--- config.mk ---
export PLATFORM = sky130hd
export DESIGN_NAME = sd_spi_command_framer_core
export DESIGN_NICKNAME = d
export VERILOG_FILES = /design/src/rtl/sdspi_pkg.sv /design/src/rtl/sd_spi_command_framer_core.sv /design/src/rtl/sdspi_front.sv /design/src/rtl/sdspi_back.sv
export SDC_FILE = /design/constraint.sdc
export NUM_CORES = 1
export LEC_CHECK = 0
export BUFFER_PORTS_ARGS = -buffer_cell sky130_fd_sc_hd__buf_2
export CAP_MARGIN = 20
export CORE_MARGIN = 3
export CORE_UTILIZATION = 55
export DETAILED_ROUTE_END_ITERATION = 10
export GPL_ROUTABILITY_DRIVEN = 0
export PLACE_DENSITY = 0.75
export SYNTH_ARGS = -nofsm -noshare
export SYNTH_HDL_FRONTEND = slang
export SYNTH_SLANG_ARGS = --single-unit
--- constraint.sdc ---
create_clock -name clk -period 3.5 [get_ports clk]
set_clock_uncertainty 0.05 [all_clocks]
set_input_delay 0.875 -clock clk [delete_from_list [all_inputs] [get_ports clk]]
set_output_delay 0.875 -clock clk [all_outputs]
set_load 0.01 [all_outputs]
--- src/rtl/sdspi_pkg.sv ---
// sdspi_pkg: types, constants and the crc7 byte step for the sd spi command framer
// no dependencies; imported by every module of the block
`timescale 1ns / 1ps

package sdspi_pkg;

	localparam logic [7:0] START_BITS = 8'h40;
	localparam logic [7:0] CMD55_HEAD = 8'h77;
	localparam logic [7:0] FILL_BYTE  = 8'hFF;
	localparam logic [7:0] CRC_TAP    = 8'h12;

	localparam int QUEUE_DEPTH = 2;

	// byte positions within a request: frame a (cmd55), gap, frame b (the command)
	localparam logic [3:0] POS_APP   = 4'd0;
	localparam logic [3:0] POS_PLAIN = 4'd8;
	localparam logic [3:0] POS_GAP   = 4'd7;
	localparam logic [3:0] POS_LAST  = 4'd14;

	// byte offsets within one frame
	localparam logic [2:0] OFS_HEAD = 3'd0;
	localparam logic [2:0] OFS_A3   = 3'd1;
	localparam logic [2:0] OFS_A2   = 3'd2;
	localparam logic [2:0] OFS_A1   = 3'd3;
	localparam logic [2:0] OFS_A0   = 3'd4;
	localparam logic [2:0] OFS_CRC  = 3'd5;
	localparam logic [2:0] OFS_FILL = 3'd6;
	localparam logic [2:0] OFS_GAP  = 3'd7;

	typedef struct packed {
		logic [5:0]  cmd_index;
		logic [31:0] argument;
		logic        app_cmd;
	} req_t;

	typedef struct packed {
		logic [7:0] mosi_byte;
		logic       last_byte;
	} rsp_t;

	// classified request as held in the queue
	typedef struct packed {
		logic [7:0]  head;
		logic [31:0] argument;
		logic [3:0]  start_pos;
	} job_t;

	// crc7 left-aligned in bits 7..1, one byte folded in
	function automatic logic [7:0] crc7_byte(input logic [7:0] crc_in, input logic [7:0] data);
		logic [7:0] c;
		c = crc_in ^ data;
		for (int b = 0; b < 8; b++) begin
			c = c[7] ? ({c[6:0], 1'b0} ^ CRC_TAP) : {c[6:0], 1'b0};
		end
		return c;
	endfunction

endpackage

--- src/rtl/sd_spi_command_framer_core.sv ---
// sd spi command framer: a request word in, 7 bytes out (15 for an application command)
// path: a request goes through the request queue, then the byte sequencer, then the output register
// throughput: one byte per cycle while the output is not stalled, from the byte sequencer in the back part;
// the request queue lets requests follow back to back
// reset: asynchronous, active low; clears the queue, the sequencer and the output valid flag
// depends on sdspi_pkg, sdspi_front, sdspi_back
`timescale 1ns / 1ps

module sd_spi_command_framer_core
	import sdspi_pkg::*;
#(
	parameter int DEPTH = QUEUE_DEPTH
) (
	input  logic clk,
	input  logic arst_n,
	input  logic in_valid,
	output logic in_stall,
	input  req_t in_data,
	output logic out_valid,
	input  logic out_stall,
	output rsp_t out_data
);

	logic job_valid;
	job_t job;
	logic job_pop;

	sdspi_front #(
		.DEPTH(DEPTH)
	) u_front (
		.clk      (clk),
		.arst_n   (arst_n),
		.in_valid (in_valid),
		.in_stall (in_stall),
		.in_data  (in_data),
		.job_valid(job_valid),
		.job      (job),
		.job_pop  (job_pop)
	);

	sdspi_back u_back (
		.clk      (clk),
		.arst_n   (arst_n),
		.job_valid(job_valid),
		.job      (job),
		.job_pop  (job_pop),
		.out_valid(out_valid),
		.out_stall(out_stall),
		.out_data (out_data)
	);

endmodule

--- src/rtl/sdspi_front.sv ---
// sdspi_front: accepts request words, classifies them into jobs and queues them
// depends on sdspi_pkg
`timescale 1ns / 1ps

module sdspi_front
	import sdspi_pkg::*;
#(
	parameter int DEPTH = QUEUE_DEPTH
) (
	input  logic clk,
	input  logic arst_n,
	input  logic in_valid,
	output logic in_stall,
	input  req_t in_data,
	output logic job_valid,
	output job_t job,
	input  logic job_pop
);

	localparam int AW = (DEPTH > 1) ? $clog2(DEPTH) : 1;
	localparam int CW = $clog2(DEPTH + 1);

	job_t          mem_q [DEPTH];
	logic [AW-1:0] wr_ptr_q;
	logic [AW-1:0] rd_ptr_q;
	logic [CW-1:0] count_q;
	logic          push;
	logic          pop;
	job_t          job_new;

	assign in_stall  = (count_q == CW'(DEPTH));
	assign job_valid = (count_q != '0);
	assign push      = in_valid && !in_stall;
	assign pop       = job_pop && job_valid;
	assign job       = mem_q[rd_ptr_q];

	always_comb begin
		job_new.head      = {2'b00, in_data.cmd_index} | START_BITS;
		job_new.argument  = in_data.argument;
		job_new.start_pos = in_data.app_cmd ? POS_APP : POS_PLAIN;
	end

	always_ff @(posedge clk) begin
		if (push) begin
			mem_q[wr_ptr_q] <= job_new;
		end
	end

	always_ff @(posedge clk or negedge arst_n) begin
		if (!arst_n) begin
			wr_ptr_q <= '0;
			rd_ptr_q <= '0;
			count_q  <= '0;
		end else begin
			if (push) begin
				wr_ptr_q <= (wr_ptr_q == AW'(DEPTH - 1)) ? '0 : wr_ptr_q + 1'b1;
			end
			if (pop) begin
				rd_ptr_q <= (rd_ptr_q == AW'(DEPTH - 1)) ? '0 : rd_ptr_q + 1'b1;
			end
			if (push && !pop) begin
				count_q <= count_q + 1'b1;
			end else if (pop && !push) begin
				count_q <= count_q - 1'b1;
			end
		end
	end

endmodule

--- src/rtl/sdspi_back.sv ---
// sdspi_back: byte sequencer with running crc7 and the output register
// depends on sdspi_pkg
`timescale 1ns / 1ps

module sdspi_back
	import sdspi_pkg::*;
(
	input  logic clk,
	input  logic arst_n,
	input  logic job_valid,
	input  job_t job,
	output logic job_pop,
	output logic out_valid,
	input  logic out_stall,
	output rsp_t out_data
);

	job_t       cur_q;
	logic [3:0] pos_q;
	logic       busy_q;
	logic [7:0] crc_q;
	logic       out_valid_q;
	rsp_t       out_data_q;

	logic       adv;
	logic       emit;
	logic       last;
	logic       in_b;
	logic [2:0] ofs;
	logic [7:0] head;
	logic [31:0] arg;
	logic [7:0] byte_val;
	logic [7:0] crc_d;

	assign adv     = !out_valid_q || !out_stall;
	assign emit    = busy_q && adv;
	assign last    = (pos_q == POS_LAST);
	assign job_pop = job_valid && (!busy_q || (emit && last));

	// positions 0..6 are the cmd55 frame, 7 the gap, 8..14 the command frame
	assign in_b = pos_q[3];
	assign ofs  = (pos_q == POS_GAP) ? OFS_GAP : pos_q[2:0];
	assign head = in_b ? cur_q.head : CMD55_HEAD;
	assign arg  = in_b ? cur_q.argument : 32'h0;

	always_comb begin
		unique case (ofs)
			OFS_HEAD: byte_val = head;
			OFS_A3:   byte_val = arg[31:24];
			OFS_A2:   byte_val = arg[23:16];
			OFS_A1:   byte_val = arg[15:8];
			OFS_A0:   byte_val = arg[7:0];
			OFS_CRC:  byte_val = {crc_q[7:1], 1'b1};
			OFS_FILL: byte_val = FILL_BYTE;
			OFS_GAP:  byte_val = FILL_BYTE;
		endcase
	end

	always_comb begin
		priority if (ofs == OFS_HEAD) begin
			crc_d = crc7_byte(8'h00, byte_val);
		end else if (ofs < OFS_CRC) begin
			crc_d = crc7_byte(crc_q, byte_val);
		end else begin
			crc_d = crc_q;
		end
	end

	always_ff @(posedge clk) begin
		if (job_pop) begin
			cur_q <= job;
		end
		if (emit) begin
			crc_q <= crc_d;
			out_data_q.mosi_byte <= byte_val;
			out_data_q.last_byte <= last;
		end
	end

	always_ff @(posedge clk or negedge arst_n) begin
		if (!arst_n) begin
			busy_q      <= 1'b0;
			pos_q       <= '0;
			out_valid_q <= 1'b0;
		end else begin
			if (emit) begin
				out_valid_q <= 1'b1;
			end else if (adv) begin
				out_valid_q <= 1'b0;
			end
			if (job_pop) begin
				busy_q <= 1'b1;
				pos_q  <= job.start_pos;
			end else if (emit && last) begin
				busy_q <= 1'b0;
			end else if (emit) begin
				pos_q <= pos_q + 1'b1;
			end
		end
	end

	assign out_valid = out_valid_q;
	assign out_data  = out_data_q;

endmodule

# Word level (Yosys, flattened, before mapping)

Memory sizes are Yosys's and may differ from the RTL's.
Cells that the tools add are included.

Add/subtract/negate cells: 5
Multiply operators: 0
Divide/modulo/power cells: 0
Order comparisons: 1
Eq/ne operators: 11
Shift operators: 0
Muxes and demuxes: 36
Bitwise operators: 17
Reduce and logical (&&, ||, !) cells: 25

Operators with widths:

| operator                                                         | count |
|---|---|
| 5-bit two-way mux                                                | 16 |
| 8-bit case mux with 7 select lines                               | 1 |
| 32-bit two-way mux                                               | 1 |
| 2-bit NOT                                                        | 16 |
| 8-bit two-way mux                                                | 3 |
| 4-bit two-way mux                                                | 4 |
| 3-bit == test (second input constant)                            | 4 |
| 2-bit nonzero test                                               | 6 |
| 1-bit two-way mux                                                | 8 |
| 8-bit bitwise XOR                                                | 1 |
| 1-bit logical AND                                                | 7 |
| 3-bit by 2-bit == test with 1-bit output (second input constant) | 2 |
| 1-bit zero test                                                  | 6 |
| 4-bit by 1-bit adder with 4-bit output (second input constant)   | 1 |
| 4-bit by 3-bit == test with 1-bit output (second input constant) | 1 |
| 4-bit == test (second input constant)                            | 1 |
| 2-bit two-way mux                                                | 2 |
| 2-bit AND reduction                                              | 2 |
| 3-bit by 1-bit == test with 1-bit output (second input constant) | 1 |
| 3-bit zero test                                                  | 1 |
| 3-bit less-than comparator (second input constant)               | 1 |
| 3-bit two-way mux                                                | 1 |
| 1-bit adder (second input constant)                              | 2 |
| 2-bit by 1-bit adder with 2-bit output (second input constant)   | 1 |
| other kinds (5)                                                  | 6 |

Register bits: 67
Bits in latches: 0
Memory bits (writable): 84
Bits in read-only memories: 0
Logic and storage cells: 107
Memories: 1

Memory list:

| name          | depth | width | read ports | clocked after memory_dff | write ports | line              | text |
|---|---|---|---|---|---|---|---|
| u_front.mem_q | 2     | 42    | 1          | 0                        | 1           | sdspi_front.sv:23 | `job_t mem_q [DEPTH];` |

# Depth between registers and ports, before layout

Depth after elaboration: 24
Gate-level depth with buffers: 10
Mapped depth without buffers: 10

# Cells and area by module

From an unflattened synthesis, not the netlist that was laid out.

Cells, all modules: 357
Area, all modules: 5994.5 um2

By module, submodules not included:

| module      | instances | cells an instance | area an instance (um2) | sequential area each (um2) |
|---|---|---|---|---|
| sdspi_front | 1         | 148               | 3075.4                 | 2442.3 |
| sdspi_back  | 1         | 209               | 2919.0                 | 1831.8 |

# Worst setup path before layout

No wires, ideal clock.

Kind: input-to-reg
Start point: input in_valid
End point: memory u_front.mem_q[0][10] in the netlist's numbering, enable pin
Setup time: 435 ps
Arrival time: 2607 ps
Slack: 407 ps
Stages: 2
Path buffers: 0
Cells stage by stage: nand2_1 > nor2_1

Word-level cells in the longest chain between the ends: 3

RTL lines:

| item                                    | line                             | text |
|---|---|---|
| from (decl)                             | sd_spi_command_framer_core.sv:16 | `input logic in_valid,` |
| 1-bit logical AND                       | sdspi_front.sv:33                | `assign push = in_valid && !in_stall;` |
| 1-bit two-way mux                       | sdspi_front.sv:44                | `if (push) begin` |
| 1-bit two-way mux (implied by the code) | sdspi_front.sv:45                | `mem_q[wr_ptr_q] <= job_new;` |
| to (decl)                               | sdspi_front.sv:23                |  |

No other way between the ends.

# Worst setup path in the final report

Start point: register u_back.pos_q[1]
End point: register u_back.crc_q[4], data pin

Word-level cells in the longest chain between the ends: 15
Elaborated cells between the ends (all ways): 37
Classes of those cells: eq/ne: 8; mux: 20; bitwise: 7; reduce/logical: 2

RTL lines:

| item                                                            | line             | text |
|---|---|---|
| from (decl)                                                     | sdspi_back.sv:19 | `logic [3:0] pos_q;` |
| from (signal assigned)                                          | sdspi_back.sv:93 | `pos_q <= job.start_pos;` |
| from (signal assigned)                                          | sdspi_back.sv:97 | `pos_q <= pos_q + 1'b1;` |
| 4-bit by 3-bit == test with 1-bit output                        | sdspi_back.sv:42 | `assign ofs = (pos_q == POS_GAP) ? OFS_GAP : pos_q[2:0];` |
| 3-bit two-way mux (*)                                           | sdspi_back.sv:42 |  |
| 3-bit == test                                                   | sdspi_back.sv:47 | `unique case (ofs)` |
| 2-bit OR reduction (no line)                                    | --               |  |
| 8-bit case mux with 7 select lines                              | sdspi_back.sv:47 |  |
| 8-bit bitwise XOR                                               | sdspi_pkg.sv:51  | `c = crc_in ^ data;` |
| 2-bit NOT (no line)                                             | --               |  |
| 5-bit two-way mux (3 in a row)                                  | sdspi_pkg.sv:53  | `c = c[7] ? ({c[6:0], 1'b0} ^ CRC_TAP) : {c[6:0], 1'b0};` |
| 5-bit two-way mux / 2-bit NOT (equally long branches)           | --               |  |
| 2-bit NOT (no line) / 5-bit two-way mux (equally long branches) | --               |  |
| 5-bit two-way mux                                               | sdspi_pkg.sv:53  |  |
| 8-bit two-way mux                                               | sdspi_back.sv:62 | `end else if (ofs < OFS_CRC) begin` |
| 8-bit two-way mux (*)                                           | sdspi_back.sv:60 | `priority if (ofs == OFS_HEAD) begin` |
| via u_back.crc_d[4]                                             | sdspi_back.sv:33 | `logic [7:0] crc_d;` |
| to (signal assigned)                                            | sdspi_back.sv:74 | `crc_q <= crc_d;` |
| to (decl)                                                       | sdspi_back.sv:21 | `logic [7:0] crc_q;` |

The timed path passes the listed nets; every way through them passes the cells marked *. The select of a mux whose other input is x is not followed.
A chain may end at the register's enable or synchronous reset.

==> results by group <==
Worst setup path
  – Worst Path Buf+Inv: 1
  – Worst Path Arrival: around 2.8 ns
  – CP max stage delay: 0.51 ns
  – Top delay family on crit path: compound AO/OA/AOI/OAI gates
  – CP max-delay cell: a2111oi_4
  – Critical path startpoint category: register
  – Critical path, cell by cell: inv_1 > ha_1 > a2111oi_4 > nand2_2 > o22ai_2 > xor2_2 > xnor2_1
  – CP max FO: 18
  – Critical Path RT: roughly 3.7 ns
  – Origin of the critical flop-to-flop path: u_back.pos_q[1]
  – Crit Path Category: reg2reg
  – CP Launch Point: u_back.pos_q[1]
  – Crit. End Element: register

Drt
  – WL met3: 491 um
  – Post-DRT Antenna Nets: 0
  – Top sig layer: met4
  – Residual DRC: 0
  – Post-DR vias/cell: around 5.5
  – DR iter-0 viols: around 200
  – Via count: 2980
  – WL/cell: around 18 um
  – Met1 Routed Length: ~4200 um
  – Final WL: 9660 um
  – DRT Pass-1 Iters: 4
  – Metal2 WL: ~4800 um

Pwr
  – Power density cells: around 1000 nW/um^2
  – Leak pwr: 2.47 nW
  – Worst VDD drop: 0.600 mV

Floorplanning
  – Ports: 54
  – Die height: 108 um
  – Initial Util: 0.577
  – Core area: 10000 um^2
  – Die area: ~12000 um^2
  – Die width: between 100 and 150 um
  – # rows: 36

Timing
  – Final Max Slew Viols: 0
  – Minimum clock period: 2.61 ns
  – Slew @ Worst Pin: 0.965 ns
  – Crit share post-route: 0.747
  – Unrepaired setup endpoints after global routing: no
  – Final Hold Viols: 0
  – Setup tns final: 0 ns
  – Setup-failing EPs final: 0
  – Fmax achieved: 0.383 GHz
  – Fin Hold WS: 0.168 ns
  – Slew HR: 0.356

Synthesis
  – Sequential fraction of the synthesis area: 0.730
  – Yosys warnings: 0
  – Post-synth net total: between 300 and 400
  – Top_reg_cell synth: edfxtp_1
  – Post-Syn Instances: roughly 330
  – Number of synthesized register bits: around 140
  – Area leader, netlist: edfxtp_1
  – Most frequent cell after synthesis: edfxtp_1
  – Yosys cell types: 46
  – EDFF count, synth: about 130
  – Syn Area/Cell: 17.3 um^2
  – Cell area after synthesis: ~5800 um^2
  – Post-synth top area share: 0.686
  – Synth cell count leaders: edfxtp_1, mux2_2, nand2_1
  – Synth area leaders: edfxtp_1, mux2_2, dfrtp_1, xnor2_1, xor2_1
  – Ys async rst share: 0.0704

Clocking
  – Clock root cell: clkbuf_8
  – CTS tree: done
  – H-tree levels: 4
  – CTS Hold Bufs: 0
  – Reg clk slew, reported paths: about 0.06 ns
  – Num CTS Buffers: 17
  – Setup repair bufs after CTS: 0
  – Post-CTS sizing: 0
  – Max Root-Sink Buffers: 2
  – CTS Sinks: approximately 140
  – Clk_lat worst skew: approximately 0.5 ns

GRT
  – Largest net degree at the start of global routing: 44
  – GRT overflow: 0
  – Wire length of the first global-routing pass: 15600 um
  – Number of antenna violations at the first check in global routing: 0
  – Vias in the first global route: roughly 3100
  – All-Layer GR Usage: 0.180

Cells and area
  – Final Util: 0.681
  – Share of layout cells above drive strength 1: 0.352
  – N_diodes: 0
  – Area Overhead vs Synth: 18.0%
  – Layout fillers: about 690
  – Post-route cell area: about 7000 um^2
  – Nets: 448

Outcome
  – Status: finished clean

Flow run
  – Max-cap violations: 0

Hold path
  – Hold Crit Class: in2async

Placement
  – DP HPWL: around 6000 um
  – Port Buffers: 53
  – Dpl cell area: 6190 um^2
[sequential cells by signal (all words and copies together), names as in the netlist, 2 cells and up]
register	cells
u_back.crc_q	7
u_front.mem_q	78
u_back.out_data	9
u_front.count_q	2
u_back.pos_q	4
u_back.cur_q	38
[area by class of cell]
type | instances | area, um^2 | share of cell area
sequential | 142 | 4210 | 0.619
multi-input combinational | 169 | 1460 | 0.214
clock buffer | 17 | 414 | 0.0608
timing repair buffer | 60 | 318 | 0.0466
clock inverter | 15 | 210 | 0.0309
tap | 133 | 166 | 0.0244
inverter | 9 | 33.8 | 0.00496
[worst paths after layout]
kind	depth (start not counted)	slack, ns	endpoint
setup reg to reg	7	0.89	u_back.crc_q[4]
hold / removal	1	0.17	u_front.rd_ptr_q
max in group asynchronous	1	3.03	u_back.pos_q[2]
setup / recovery	7	0.89	u_back.crc_q[4]
hold reg to reg	1	0.46	u_back.out_valid
min in group clk	1	0.46	u_back.out_valid
[kinds of logic (layout without fill, tap and decap cells)]
kind of cell	count (synthesis)	count (layout)	share of synthesized area
flip-flops	142	142	0.730
XOR/XNOR	32	32	0.0544
AND/OR/NAND/NOR	49	49	0.0401
multiplexers	42	42	0.0810
buffers and inverters	23	101	0.0193
adder cells (fa/ha/maj)	6	6	0.0130
AO/OA/AOI/OAI	40	40	0.0624
[through the flow]
stage | std cells | setup WS, ns | total power [mW]
finish | 545 | 0.887 | 7.11
floorplan | 334 | 0.407 | 4.76
global route | 545 | 0.747 | 7.51
detailed placement | 513 | 0.994 | 5.25
CTS | 545 | 0.939 | 7.16
global placement | 513 | 1.08 | 5.17
[cell usage in the layout (no fill, tap or decap), types with 7 or more instances in the layout]
cell	Yosys	layout
edfxtp_1	132	132
mux2_2	38	38
a22oi_1	8	8
a21oi_1	8	8
nand2_1	22	22
dfrtp_1	10	10
nand3_1	10	10
buf_4	3	7
xnor2_1	15	15
clkbuf_16	0	16
inv_1	7	7
buf_2	5	53
xor2_1	14	14
[per-layer routing]
layer  GRT usage  up-vias
met5           0        -
met4      0.0703        0
met3      0.0513       11
met2       0.282       83
met1       0.238     1485
li1            -     1401
[power breakdown]
| group | switching (mW) | total [mW] | internal, mW |
|---|---|---|---|
| Sequential | 0.278 | 2.80 | 2.53 |
| Combinational | 1.28 | 2.44 | 1.17 |
| Clock | 0.698 | 1.87 | 1.17 |
No activity file was read; power rests on OpenSTA's default activity.
